==> config.mk <==
export PLATFORM = sky130hd
export DESIGN_NAME = ipv4_receive_header_filter_flat
export DESIGN_NICKNAME = d
export VERILOG_FILES = /design/src/hdl/iprx_pkg.sv /design/src/hdl/iprx_in_if.sv /design/src/hdl/iprx_out_if.sv /design/src/hdl/iprx_capture.sv /design/src/hdl/ipv4_receive_header_filter.sv /design/src/flat_wrapper.sv
export VERILOG_INCLUDE_DIRS = /design/src /design/src/hdl
export SDC_FILE = /design/constraint.sdc
export NUM_CORES = 1
export LEC_CHECK = 0
export BUFFER_PORTS_ARGS = -buffer_cell sky130_fd_sc_hd__buf_4
export CORE_ASPECT_RATIO = 1.1
export CORE_MARGIN = 2
export CORE_UTILIZATION = 50
export CTS_CLUSTER_DIAMETER = 100
export DETAILED_ROUTE_END_ITERATION = 12
export GPL_TIMING_DRIVEN = 0
export PLACE_DENSITY = 0.71
export SYNTH_ARGS = -nofsm -noshare
export SYNTH_HDL_FRONTEND = slang
export SYNTH_SLANG_ARGS = --single-unit
==> constraint.sdc <==
create_clock -name clk_i -period 4.35 [get_ports clk_i]
set_input_delay 0.6525 -clock clk_i [delete_from_list [all_inputs] [get_ports clk_i]]
set_output_delay 0.6525 -clock clk_i [all_outputs]
set_load 0.03 [all_outputs]
==> src/hdl/ipv4_receive_header_filter_assert.svh <==
// ----------------------------------------------------------------------------
// IPv4 receive header filter assertion macros
// Implication checks on the rising clock edge, disabled during reset.
// ----------------------------------------------------------------------------
`ifndef IPV4_RECEIVE_HEADER_FILTER_ASSERT_SVH
`define IPV4_RECEIVE_HEADER_FILTER_ASSERT_SVH

// same-cycle implication
`define IPRX_ASSERT_SAME(label, ante, cons) \
  label: assert property (@(posedge clk_i) disable iff (!rst_ni) (ante) |-> (cons)) \
    else $error("iprx assertion failed");

// next-cycle implication
`define IPRX_ASSERT_NEXT(label, ante, cons) \
  label: assert property (@(posedge clk_i) disable iff (!rst_ni) (ante) |=> (cons)) \
    else $error("iprx assertion failed");

`endif

==> src/hdl/iprx_pkg.sv <==
// ----------------------------------------------------------------------------
// IPv4 receive header filter package
// Shared widths, register indexes, verdict codes and the header snapshot type.
// ----------------------------------------------------------------------------
package iprx_pkg;

  localparam int unsigned CfgIdxW  = 2;
  localparam int unsigned CfgDataW = 64;

  localparam logic [CfgIdxW-1:0] REG_LOCAL_ADDR  = 2'd0;
  localparam logic [CfgIdxW-1:0] REG_SUBNET_MASK = 2'd1;
  localparam logic [CfgIdxW-1:0] REG_PROTO_TABLE = 2'd2;
  localparam logic [CfgIdxW-1:0] REG_TABLE_COUNT = 2'd3;

  localparam logic [2:0] VERDICT_DELIVERED  = 3'd0;
  localparam logic [2:0] VERDICT_NO_HANDLER = 3'd1;
  localparam logic [2:0] VERDICT_SHORT      = 3'd2;
  localparam logic [2:0] VERDICT_VERSION    = 3'd3;
  localparam logic [2:0] VERDICT_HDR_LEN    = 3'd4;
  localparam logic [2:0] VERDICT_TOTAL_LEN  = 3'd5;
  localparam logic [2:0] VERDICT_FRAGMENT   = 3'd6;
  localparam logic [2:0] VERDICT_NOT_OURS   = 3'd7;

  localparam logic [15:0] MAX_COUNT    = 16'hFFFF;
  localparam logic [15:0] MIN_HEADER   = 16'd20;
  localparam logic [3:0]  VERSION_V4   = 4'd4;
  localparam logic [31:0] ALL_ONES     = 32'hFFFF_FFFF;

  // byte offsets inside the IPv4 header
  localparam logic [15:0] POS_VER_IHL  = 16'd0;
  localparam logic [15:0] POS_TLEN_HI  = 16'd2;
  localparam logic [15:0] POS_TLEN_LO  = 16'd3;
  localparam logic [15:0] POS_FRAG_HI  = 16'd6;
  localparam logic [15:0] POS_FRAG_LO  = 16'd7;
  localparam logic [15:0] POS_PROTO    = 16'd9;
  localparam logic [15:0] POS_SRC_LO   = 16'd12;
  localparam logic [15:0] POS_SRC_HI   = 16'd15;
  localparam logic [15:0] POS_DST_LO   = 16'd16;
  localparam logic [15:0] POS_DST_HI   = 16'd19;

  typedef struct packed {
    logic [15:0] frame_len;
    logic [7:0]  ver_ihl;
    logic [15:0] tot_len;
    logic [15:0] frag_word;
    logic [7:0]  proto;
    logic [31:0] src_addr;
    logic [31:0] dst_addr;
  } hdr_t;

endpackage

==> src/hdl/iprx_in_if.sv <==
// ----------------------------------------------------------------------------
// IPv4 receive byte channel
// Valid/ready channel carrying one datagram byte and an end-of-frame flag.
// ----------------------------------------------------------------------------
interface iprx_in_if;
  logic       valid;
  logic       ready;
  logic [7:0] data_byte;
  logic       last_byte;

  modport source (output valid, output data_byte, output last_byte, input ready);
  modport sink (input valid, input data_byte, input last_byte, output ready);
endinterface

==> src/hdl/iprx_out_if.sv <==
// ----------------------------------------------------------------------------
// IPv4 receive result channel
// Valid/ready channel carrying one header verdict per received frame.
// ----------------------------------------------------------------------------
interface iprx_out_if;
  logic        valid;
  logic        ready;
  logic [2:0]  verdict;
  logic [2:0]  handler_index;
  logic [5:0]  header_bytes;
  logic [15:0] payload_length;
  logic [31:0] source_address;
  logic [31:0] destination_address;
  logic [7:0]  protocol_number;

  modport source (
    output valid, output verdict, output handler_index, output header_bytes,
    output payload_length, output source_address, output destination_address,
    output protocol_number, input ready
  );
  modport sink (
    input valid, input verdict, input handler_index, input header_bytes,
    input payload_length, input source_address, input destination_address,
    input protocol_number, output ready
  );
endinterface

==> src/hdl/iprx_capture.sv <==
// ----------------------------------------------------------------------------
// IPv4 header field capture
// Tracks the byte position, collects header fields and snapshots them at the
// end of each frame.
// ----------------------------------------------------------------------------
module iprx_capture (
  input  logic          clk_i,
  input  logic          rst_ni,
  input  logic          fire_i,
  input  logic [7:0]    data_byte_i,
  input  logic          last_byte_i,
  input  logic          take_i,
  output logic          hdr_valid_o,
  output iprx_pkg::hdr_t hdr_o
);
  import iprx_pkg::*;

  logic [15:0] pos_q, pos_d, pos_inc;
  logic [7:0]  ver_ihl_q, ver_ihl_d;
  logic [15:0] tlen_q, tlen_d;
  logic [15:0] frag_q, frag_d;
  logic [7:0]  proto_q, proto_d;
  logic [31:0] src_q, src_d;
  logic [31:0] dst_q, dst_d;
  logic        hdr_v_q, hdr_v_d;
  hdr_t        hdr_q, hdr_d;

  assign pos_inc = (pos_q == MAX_COUNT) ? MAX_COUNT : pos_q + 16'd1;

  always_comb begin
    ver_ihl_d = ver_ihl_q;
    tlen_d    = tlen_q;
    frag_d    = frag_q;
    proto_d   = proto_q;
    src_d     = src_q;
    dst_d     = dst_q;
    if (pos_q == POS_VER_IHL) begin
      ver_ihl_d = data_byte_i;
    end else if (pos_q == POS_TLEN_HI || pos_q == POS_TLEN_LO) begin
      tlen_d = {tlen_q[7:0], data_byte_i};
    end else if (pos_q == POS_FRAG_HI || pos_q == POS_FRAG_LO) begin
      frag_d = {frag_q[7:0], data_byte_i};
    end else if (pos_q == POS_PROTO) begin
      proto_d = data_byte_i;
    end else if (pos_q >= POS_SRC_LO && pos_q <= POS_SRC_HI) begin
      src_d = {src_q[23:0], data_byte_i};
    end else if (pos_q >= POS_DST_LO && pos_q <= POS_DST_HI) begin
      dst_d = {dst_q[23:0], data_byte_i};
    end
  end

  always_comb begin
    pos_d   = pos_q;
    hdr_v_d = hdr_v_q;
    hdr_d   = hdr_q;
    if (take_i) begin
      hdr_v_d = 1'b0;
    end
    if (fire_i) begin
      if (last_byte_i) begin
        pos_d           = '0;
        hdr_v_d         = 1'b1;
        hdr_d.frame_len = pos_inc;
        hdr_d.ver_ihl   = ver_ihl_d;
        hdr_d.tot_len   = tlen_d;
        hdr_d.frag_word = frag_d;
        hdr_d.proto     = proto_d;
        hdr_d.src_addr  = src_d;
        hdr_d.dst_addr  = dst_d;
      end else begin
        pos_d = pos_inc;
      end
    end
  end

  always_ff @(posedge clk_i or negedge rst_ni) begin
    if (!rst_ni) begin
      pos_q     <= '0;
      ver_ihl_q <= '0;
      tlen_q    <= '0;
      frag_q    <= '0;
      proto_q   <= '0;
      src_q     <= '0;
      dst_q     <= '0;
      hdr_v_q   <= 1'b0;
    end else begin
      pos_q   <= pos_d;
      hdr_v_q <= hdr_v_d;
      if (fire_i) begin
        if (last_byte_i) begin
          ver_ihl_q <= '0;
          tlen_q    <= '0;
          frag_q    <= '0;
          proto_q   <= '0;
          src_q     <= '0;
          dst_q     <= '0;
        end else begin
          ver_ihl_q <= ver_ihl_d;
          tlen_q    <= tlen_d;
          frag_q    <= frag_d;
          proto_q   <= proto_d;
          src_q     <= src_d;
          dst_q     <= dst_d;
        end
      end
    end
  end

  always_ff @(posedge clk_i) begin
    hdr_q <= hdr_d;
  end

  assign hdr_valid_o = hdr_v_q;
  assign hdr_o       = hdr_q;

endmodule

==> src/hdl/ipv4_receive_header_filter.sv <==
// ----------------------------------------------------------------------------
// IPv4 receive header filter
// The last byte is snapshotted at its accepting edge, and the verdict is
// registered from that snapshot once the result register is empty or being read.
// Throughput: one byte per cycle while the result channel does not stall; one verdict per frame, frames back to back.
// Reset clears configuration, byte position, captured fields and valid flags.
// ----------------------------------------------------------------------------
`include "ipv4_receive_header_filter_assert.svh"

module ipv4_receive_header_filter #(
  parameter int unsigned TABLE_ENTRIES = 8
) (
  input  logic                           clk_i,
  input  logic                           rst_ni,
  input  logic                           cfg_we_i,
  input  logic [iprx_pkg::CfgIdxW-1:0]   cfg_idx_i,
  input  logic [iprx_pkg::CfgDataW-1:0]  cfg_wdata_i,
  iprx_in_if.sink                        rx_i,
  iprx_out_if.source                     res_o
);
  import iprx_pkg::*;

  logic [31:0] local_addr_q;
  logic [31:0] mask_q;
  logic [7:0]  tab_q [TABLE_ENTRIES];
  logic [3:0]  count_q;

  logic        rx_fire;
  logic        take;
  logic        hdr_v;
  hdr_t        hdr;

  logic        out_v_q;
  logic [2:0]  verdict_q, verdict_d;
  logic [2:0]  hidx_q, hidx_d;
  logic [5:0]  hbytes_q, hbytes_d;
  logic [15:0] plen_q, plen_d;
  logic [31:0] src_q;
  logic [31:0] dst_q;
  logic [7:0]  proto_q;

  logic [3:0]  n_eff;
  logic        match;
  logic [2:0]  match_idx;
  logic [15:0] ihl16;
  logic [31:0] bcast;
  logic        ours;

  // configuration
  always_ff @(posedge clk_i or negedge rst_ni) begin
    if (!rst_ni) begin
      local_addr_q <= '0;
      mask_q       <= '0;
      count_q      <= '0;
      for (int i = 0; i < TABLE_ENTRIES; i++) begin
        tab_q[i] <= '0;
      end
    end else if (cfg_we_i) begin
      case (cfg_idx_i)
        REG_LOCAL_ADDR:  local_addr_q <= cfg_wdata_i[31:0];
        REG_SUBNET_MASK: mask_q <= cfg_wdata_i[31:0];
        REG_PROTO_TABLE: begin
          for (int i = 0; i < TABLE_ENTRIES; i++) begin
            tab_q[i] <= cfg_wdata_i[8*i +: 8];
          end
        end
        REG_TABLE_COUNT: count_q <= cfg_wdata_i[3:0];
        default: ;
      endcase
    end
  end

  // handshake
  assign take       = hdr_v && (!out_v_q || res_o.ready);
  assign rx_i.ready = !hdr_v || take;
  assign rx_fire    = rx_i.valid && rx_i.ready;

  iprx_capture u_capture (
    .clk_i       (clk_i),
    .rst_ni      (rst_ni),
    .fire_i      (rx_fire),
    .data_byte_i (rx_i.data_byte),
    .last_byte_i (rx_i.last_byte),
    .take_i      (take),
    .hdr_valid_o (hdr_v),
    .hdr_o       (hdr)
  );

  // protocol table lookup, lowest entry wins
  assign n_eff = (count_q > 4'(TABLE_ENTRIES)) ? 4'(TABLE_ENTRIES) : count_q;

  always_comb begin
    match     = 1'b0;
    match_idx = '0;
    for (int i = TABLE_ENTRIES - 1; i >= 0; i--) begin
      if (4'(i) < n_eff && tab_q[i] == hdr.proto) begin
        match     = 1'b1;
        match_idx = 3'(i);
      end
    end
  end

  assign hbytes_d = {hdr.ver_ihl[3:0], 2'b00};
  assign ihl16    = {10'd0, hbytes_d};
  assign bcast    = (local_addr_q & mask_q) | ~mask_q;
  assign ours     = (local_addr_q == '0) || (hdr.dst_addr == local_addr_q) ||
                    (hdr.dst_addr == bcast) || (hdr.dst_addr == ALL_ONES);

  always_comb begin
    hidx_d = '0;
    plen_d = '0;
    if (hdr.frame_len < MIN_HEADER) begin
      verdict_d = VERDICT_SHORT;
    end else if (hdr.ver_ihl[7:4] != VERSION_V4) begin
      verdict_d = VERDICT_VERSION;
    end else if (ihl16 < MIN_HEADER || ihl16 > hdr.frame_len) begin
      verdict_d = VERDICT_HDR_LEN;
    end else if (hdr.tot_len < ihl16 || hdr.tot_len > hdr.frame_len) begin
      verdict_d = VERDICT_TOTAL_LEN;
    end else if (hdr.frag_word[13:0] != '0) begin
      verdict_d = VERDICT_FRAGMENT;
    end else if (!ours) begin
      verdict_d = VERDICT_NOT_OURS;
    end else begin
      plen_d = hdr.tot_len - ihl16;
      if (match) begin
        verdict_d = VERDICT_DELIVERED;
        hidx_d    = match_idx;
      end else begin
        verdict_d = VERDICT_NO_HANDLER;
      end
    end
  end

  // result register
  always_ff @(posedge clk_i or negedge rst_ni) begin
    if (!rst_ni) begin
      out_v_q <= 1'b0;
    end else if (take) begin
      out_v_q <= 1'b1;
    end else if (res_o.ready) begin
      out_v_q <= 1'b0;
    end
  end

  always_ff @(posedge clk_i) begin
    if (take) begin
      verdict_q <= verdict_d;
      hidx_q    <= hidx_d;
      hbytes_q  <= hbytes_d;
      plen_q    <= plen_d;
      src_q     <= hdr.src_addr;
      dst_q     <= hdr.dst_addr;
      proto_q   <= hdr.proto;
    end
  end

  assign res_o.valid               = out_v_q;
  assign res_o.verdict             = verdict_q;
  assign res_o.handler_index       = hidx_q;
  assign res_o.header_bytes        = hbytes_q;
  assign res_o.payload_length      = plen_q;
  assign res_o.source_address      = src_q;
  assign res_o.destination_address = dst_q;
  assign res_o.protocol_number     = proto_q;

  `IPRX_ASSERT_SAME(a_hidx_only_delivered, out_v_q && verdict_q != VERDICT_DELIVERED, hidx_q == '0)
  `IPRX_ASSERT_SAME(a_plen_zero_rejected, out_v_q && verdict_q > VERDICT_NO_HANDLER, plen_q == '0)
  `IPRX_ASSERT_SAME(a_stall_blocks_input, hdr_v && out_v_q && !res_o.ready, !rx_i.ready)
  `IPRX_ASSERT_NEXT(a_last_fills_snapshot, rx_fire && rx_i.last_byte, hdr_v)

endmodule

==> src/flat_wrapper.sv <==
// flat-port wrapper written by rule: the top's interface ports become plain ports
module ipv4_receive_header_filter_flat import iprx_pkg::*;
#(
  parameter int unsigned TABLE_ENTRIES = 8
)
  (clk_i, rst_ni, cfg_we_i, cfg_idx_i, cfg_wdata_i, rx_i_valid, rx_i_data_byte, rx_i_last_byte, rx_i_ready, res_o_valid, res_o_verdict, res_o_handler_index, res_o_header_bytes, res_o_payload_length, res_o_source_address, res_o_destination_address, res_o_protocol_number, res_o_ready);
  iprx_in_if rx_i_i ();
  iprx_out_if res_o_i ();
  input  logic clk_i;
  input  logic rst_ni;
  input  logic cfg_we_i;
  input  logic [iprx_pkg::CfgIdxW-1:0] cfg_idx_i;
  input  logic [iprx_pkg::CfgDataW-1:0] cfg_wdata_i;
  input wire logic [$bits(rx_i_i.valid)-1:0] rx_i_valid;
  input wire logic [$bits(rx_i_i.data_byte)-1:0] rx_i_data_byte;
  input wire logic [$bits(rx_i_i.last_byte)-1:0] rx_i_last_byte;
  output wire logic [$bits(rx_i_i.ready)-1:0] rx_i_ready;
  output wire logic [$bits(res_o_i.valid)-1:0] res_o_valid;
  output wire logic [$bits(res_o_i.verdict)-1:0] res_o_verdict;
  output wire logic [$bits(res_o_i.handler_index)-1:0] res_o_handler_index;
  output wire logic [$bits(res_o_i.header_bytes)-1:0] res_o_header_bytes;
  output wire logic [$bits(res_o_i.payload_length)-1:0] res_o_payload_length;
  output wire logic [$bits(res_o_i.source_address)-1:0] res_o_source_address;
  output wire logic [$bits(res_o_i.destination_address)-1:0] res_o_destination_address;
  output wire logic [$bits(res_o_i.protocol_number)-1:0] res_o_protocol_number;
  input wire logic [$bits(res_o_i.ready)-1:0] res_o_ready;
  assign rx_i_i.valid = rx_i_valid;
  assign rx_i_i.data_byte = rx_i_data_byte;
  assign rx_i_i.last_byte = rx_i_last_byte;
  assign rx_i_ready = rx_i_i.ready;
  assign res_o_valid = res_o_i.valid;
  assign res_o_verdict = res_o_i.verdict;
  assign res_o_handler_index = res_o_i.handler_index;
  assign res_o_header_bytes = res_o_i.header_bytes;
  assign res_o_payload_length = res_o_i.payload_length;
  assign res_o_source_address = res_o_i.source_address;
  assign res_o_destination_address = res_o_i.destination_address;
  assign res_o_protocol_number = res_o_i.protocol_number;
  assign res_o_i.ready = res_o_ready;
  ipv4_receive_header_filter #(.TABLE_ENTRIES(TABLE_ENTRIES)) u_core (.clk_i(clk_i), .rst_ni(rst_ni), .cfg_we_i(cfg_we_i), .cfg_idx_i(cfg_idx_i), .cfg_wdata_i(cfg_wdata_i), .rx_i(rx_i_i), .res_o(res_o_i));
endmodule
== Word-level counts from Yosys, hierarchy flattened ==
Cells that the tools add are included.

* Bits in registers: 486
* Output and inout port bits: 102
* Logic and storage cells: 177

* Add/sub/neg operators: 2
* Order comparisons: 18
* Eq/ne operators: 21
* Muxes and demuxes: 56
* Bitwise operators: 5
* Reductions and logical operators: 38

{| class="wikitable"
|+ Operators by type and width
! kind !! number
|-
| 32-bit 2-to-1 mux || 13
|-
| 16-bit 2-to-1 mux || 9
|-
| 32-bit equality test || 2
|-
| 8-bit equality test || 8
|-
| 8-bit 2-to-1 mux || 7
|-
| 32-bit bitwise AND || 1
|-
| 16-bit by 2-bit equality test with 1-bit output (second input constant) || 2
|-
| 16-bit by 3-bit equality test with 1-bit output (second input constant) || 2
|-
| 32-bit equality test (second input constant) || 1
|-
| 32-bit logical NOT || 1
|-
| 32-bit inverter || 1
|-
| 32-bit bitwise OR || 1
|-
| 3-bit 2-to-1 mux || 8
|-
| 16-bit by 1-bit adder with 16-bit output (second input constant) || 1
|-
| 16-bit equality test (second input constant) || 1
|-
| 16-bit by 4-bit equality test with 1-bit output (second input constant) || 1
|-
| 16-bit by 4-bit >= comparator with 1-bit output (second input constant) || 1
|-
| 16-bit by 5-bit >= comparator with 1-bit output (second input constant) || 1
|-
| 16-bit > comparator || 1
|-
| 6-bit by 16-bit > comparator with 1-bit output || 1
|-
| 16-bit by 4-bit less-or-equal comparator with 1-bit output (second input constant) || 1
|-
| 16-bit by 5-bit less-or-equal comparator with 1-bit output (second input constant) || 1
|-
| 16-bit logical NOT || 1
|-
| 16-bit by 5-bit less-than comparator with 1-bit output (second input constant) || 1
|-
| other kinds (26) || 73
|}

== Depth between registers and ports, before layout ==
* Depth after elaboration: 18
* Gate-level depth with buffers: 11
* Gate-level depth less buffers: 10

== Cells and area by module ==
From an unflattened synthesis, not the netlist that was laid out.

* Cell total of the unflattened synthesis: 1779
* Area, all modules: 22317.7 um^2

{| class="wikitable"
|+ Modules (own cells, without submodules)
! module !! instances !! cells each !! area an instance (um^2) !! sequential area each (um^2)
|-
| iprx_capture || 1 || 978 || 11484.8 || 7071.8
|-
| ipv4_receive_header_filter || 1 || 801 || 10832.9 || 6271.0
|}

== Least setup slack after synthesis ==
Ideal clock, no wire load.

* Path kind: input to register
* Start point: in res_o_ready
* End point: reg u_core.u_capture.hdr_q, in the netlist u_core.u_capture.hdr_o[0], enable pin
* Library setup time: 0.479 ns
* Arrival: 3.937 ns
* Required time: 3.871 ns
* Slack: -0.066 ns
* Stages on the path: 5
* Cell sequence: nand3b_1 > and2_1 > clkbuf_1 > nand2_1 > inv_1

* Word-level cells in the longest chain between the ends: 5

{| class="wikitable"
|+ RTL lines
! item !! line !! RTL
|-
| start, declared || flat_wrapper.sv:26 || <nowiki>input wire logic [$bits(res_o_i.ready)-1:0] res_o_ready;</nowiki>
|-
| 1-bit logical OR || ipv4_receive_header_filter.sv:74 || <nowiki>assign take = hdr_v && (!out_v_q || res_o.ready);</nowiki>
|-
| 1-bit logical AND || ipv4_receive_header_filter.sv:74 ||
|-
| 1-bit logical OR || ipv4_receive_header_filter.sv:75 || <nowiki>assign rx_i.ready = !hdr_v || take;</nowiki>
|-
| 1-bit logical AND || ipv4_receive_header_filter.sv:76 || <nowiki>assign rx_fire = rx_i.valid && rx_i.ready;</nowiki>
|-
| 2-bit AND reduction (no source line) || - ||
|-
| end signal, assigned || iprx_capture.sv:110 || <nowiki>hdr_q <= hdr_d;</nowiki>
|-
| end, declared || iprx_capture.sv:26 || <nowiki>hdr_t hdr_q, hdr_d;</nowiki>
|}

No other way between the ends.
A chain may end at the register's enable or synchronous reset.

== Final worst setup path ==
* Start point: reg u_core.u_capture.hdr_q, in the netlist u_core.u_capture.hdr_o[104]
* End point: reg u_core.plen_q[9] (netlist: u_core.res_o.payload_length[9]), data pin

* Word-level cells in the longest chain between the ends: 3

{| class="wikitable"
|+ RTL lines
! item !! line !! RTL
|-
| 16-bit by 6-bit less-than comparator with 1-bit output, or another cell as far along || ipv4_receive_header_filter.sv:118 || <nowiki>end else if (hdr.tot_len < ihl16 || hdr.tot_len > hdr.frame_len) begin</nowiki>
|-
| 1-bit logical OR (on tied branches) || ipv4_receive_header_filter.sv:118, ipv4_receive_header_filter.sv:116 ||
|-
| 6-bit OR reduction (no source line) || - ||
|-
| end signal, assigned || ipv4_receive_header_filter.sv:151 || <nowiki>plen_q <= plen_d;</nowiki>
|-
| end, declared || ipv4_receive_header_filter.sv:37 || <nowiki>logic [15:0] plen_q, plen_d;</nowiki>
|}

Parallel ways exist; a longest one is shown, timed or not.

==> results.json <==
{
  "regArea_um2": 13200,
  "r2r_cells": 10,
  "ys_seq_elements": 484,
  "hold_viol_final": 0,
  "drt_drc_violations_left": 0,
  "p_int_w": 0.00835,
  "clockBufferDepth": 3,
  "fin_skew_ps": 32.7,
  "io_pins": 182,
  "areaGrowthSynthToFinish_pct": 18.4,
  "slew_violations": 0,
  "overflow": 0,
  "p_leak_nw": 10.3,
  "die-area_um2": 43600,
  "routedWlPerCell_um": 22.9,
  "cts_sinks": 484,
  "cts_tree": "built",
  "grt.busiest_layer": "met2",
  "setup_viol": 0,
  "syn_avg_cell_area_um2": 14.5,
  "p_switching_w": 0.00282,
  "crit_type": "register to register",
  "clk_pin_slew_ps": 60,
  "synthTopCellsByCount": "260 x dfrtp_1, 224 x edfxtp_1, 223 x mux2_2",
  "dp_hpwl_um": 36100,
  "drtIter0Drc": 836,
  "yosysWarnings": 0,
  "path_cells": "ha_1 > fa_1 > nor2b_1 > o21ai_0 > nand3_1 > nor3b_1 > nor4_1 > nand4_4 > buf_6 > nor2_2",
  "grtUsageMet2_pct": 39.1,
  "clk_latency_ps": 600,
  "multiInputGateArea_um2": 7300,
  "die_w_um": 199,
  "drtPass1Iterations": 7,
  "relSlewSlack_pct": 17.1,
  "grt_use_total_pct": 24.3,
  "fin_util_pct": 60.1,
  "syn_area_um2": 21000,
  "netlist_instances": 1445,
  "grt.met3_usage_pct": 3.67,
  "use_met1_pct": 33.3,
  "h-tree-depth": 2,
  "root_buffer": "clkbuf_16",
  "reg2reg_from": "u_core.u_capture.hdr_o[104]",
  "power_frac_seq_pct": 49.1,
  "routed_via_density": 5.70,
  "gp_congestion": 0.916,
  "swShare_pct": 25.3,
  "fin_crit_ps": 2990,
  "cap_violations": 0,
  "r2r-end": "u_core.res_o.payload_length[9]",
  "diodes": 0,
  "synth_top_area_cell": "edfxtp_1",
  "final_nets": 1791,
  "cts_resized": 0,
  "ys.flop_type": "dfrtp_1",
  "startpoint_type": "register",
  "worstMarginPinSlew_ps": 1230,
  "cts_hold_buf": 0,
  "port_buffers": 179,
  "powerDensity_nw_per_um2": 450,
  "end_kind": "register",
  "worstPathRequired_ps": 4800,
  "synth_edf_count": 224,
  "grt_pass1_vias": 13300,
  "post_cts_buffers": 0,
  "place_inst": 2191,
  "status": "complete, no violations",
  "cp_slowest_cell": "edfxtp_1",
  "clock.fmax_mhz": 335,
  "antenna_found_initial": 0,
  "layout-drive-gt1-share_pct": 30.6,
  "grt_pass1_wl_um": 79500,
  "max_stage_delay_ps": 490,
  "grt_max_degree": 116,
  "synth_area_leaders": "edfxtp_1 32%, dfrtp_1 31%, mux2_2 12%, a22o_1 4.8%, xnor2_1 4.6%",
  "core_um2": 41400,
  "die_y_um": 219,
  "yosysTopAreaCellShare_pct": 32.0,
  "rows": 78,
  "detail-route-antenna-nets": 0,
  "worstPathMaxFanout": 10,
  "r2r_slack_ps": 1360,
  "synth-async-reset-ratio_pct": 53.7,
  "final_cell_count_no_fill": 2283,
  "p_clk_share_pct": 38.8,
  "irDropWorstVdd_uv": 300,
  "start_util_pct": 50.7,
  "totalWireLength_um": 52200,
  "vias": 13000,
  "yosysSeqAreaShare_pct": 63.0,
  "n_fill_cell": 3304,
  "rsz0062_at_grt": "false",
  "p_comb_share_pct": 12.1,
  "synth_most_common_cell": "dfrtp_1",
  "critPathArrivalTime_ps": 3440,
  "cts_buffers": 49,
  "fin_crit_sh_pct": 68.7,
  "synth_cell_types": 66,
  "hold_path.class": "input port to asynchronous set/reset pin"
}
==> worst max path at each step <==
stage	start	endpoint	slack, ps	depth (start not counted)
floorplan	res_o_ready	u_core.u_capture.hdr_o[0]	480	5
global placement	res_o_ready	u_core.u_capture.hdr_o[28]	-440	6
detailed placement	u_core.u_capture.hdr_o[104]	u_core.res_o.payload_length[9]	1360	10
CTS	u_core.u_capture.hdr_o[104]	u_core.res_o.payload_length[9]	1320	10
global route	u_core.u_capture.hdr_o[104]	u_core.res_o.handler_index[0]	1080	9
finish	u_core.u_capture.hdr_o[104]	u_core.res_o.payload_length[9]	1360	10
==> kinds of logic (layout without fill, tap and decap cells) <==
group	count (synthesis)	count (layout)	share of synthesized area, %
flip-flops	484	484	63.0
multiplexers	241	241	12.9
AND/OR/NAND/NOR	238	238	6.57
AO/OA/AOI/OAI	211	211	7.93
XOR/XNOR	133	133	5.55
buffers and inverters	108	385	2.19
adder cells (fa/ha/maj)	29	29	1.76
other	1	2	0.0179
==> worst max-delay path: cells and delay by family, from the launching register on <==
| family | cells | cell delay (ps) |
|---|---|---|
| AND/OR/NAND/NOR | 6 | 1320 |
| adder cells (fa/ha/maj) | 2 | 650 |
| flip-flops | 1 | 490 |
| buffers and inverters | 1 | 250 |
| AO/OA/AOI/OAI | 1 | 140 |
==> sequential cells by signal, summed over array words and instances, names as in the netlist <==
name	cells
u_core.count_q	4
u_core.tab_q	64
u_core.local_addr_q	32
u_core.res_o.verdict	3
u_core.u_capture.proto_q	8
u_core.res_o.payload_length	16
u_core.res_o.destination_address	32
u_core.res_o.valid	1
u_core.u_capture.pos_q	16
u_core.u_capture.ver_ihl_q	8
u_core.u_capture.src_q	32
u_core.mask_q	32
u_core.u_capture.hdr_o	126
u_core.res_o.header_bytes	4
u_core.u_capture.tlen_q	16
u_core.res_o.handler_index	3
u_core.u_capture.dst_q	32
u_core.u_capture.frag_q	14
u_core.res_o.source_address	32
u_core.u_capture.hdr_valid_o	1
u_core.res_o.protocol_number	8
==> metal layers <==
layer	vias to the layer above	part of all wire [%]
li1	5886	-
met1	6630	44
met2	383	48
met3	107	5.2
met4	0	3.5
met5	-	0
==> area by class of cell <==
class | instances | share of cell area (%)
clock inverters | 26 | 1.27
plain buffers | 74 | 1.34
multi-input cells | 854 | 29.4
clock buffers | 66 | 5.39
flip-flops and latches | 484 | 53.3
well taps | 560 | 2.82
repair buffers | 185 | 6.01
inverters | 34 | 0.529
==> power by group through the flow <==
stage / sequential, W / clock, W / combinational [W]
4_1_cts: 0.00548 / 0.00441 / 0.00136
3_3_place_gp: 0.00557 / 0 / 0.00130
5_1_grt: 0.00552 / 0.00461 / 0.00147
6_report: 0.00549 / 0.00434 / 0.00135
2_1_floorplan: 0.00557 / 0 / 0.000813
3_5_place_dp: 0.00556 / 0 / 0.00135
==> placed cells by master (no fill, tap or decap), drive strengths merged, types with 7 or more instances in the layout <==
| cell type | n |
|---|---|
| dfrtp | 260 |
| mux2 | 241 |
| edfxtp | 224 |
| buf | 207 |
| clkbuf | 118 |
| a22o | 114 |
| xnor2 | 110 |
| nor2 | 36 |
| nand4 | 35 |
| nor4 | 35 |
| nand2 | 34 |
| inv | 34 |
| nor2b | 32 |
| a21oi | 28 |
| ha | 28 |
| xor2 | 23 |
| nand3 | 19 |
| o21ai | 17 |
| clkinv | 16 |
| nor3 | 10 |
| a31oi | 8 |
| o22a | 7 |
==> stage by stage <==
stage	instance area (um2)	setup TNS (ps)	power, W	setup slack [ps]	hold slack (ps)
floorplan	21000	0	0.00638	483	357
global placement	23000	-92870	0.00688	-435	403
detailed placement	23200	0	0.00692	1360	406
CTS	24900	0	0.0113	1320	31.9
global route	24900	0	0.0116	1080	72.2
finish	24900	0	0.0112	1360	17.8
Power figures use the tool's default switching activity.
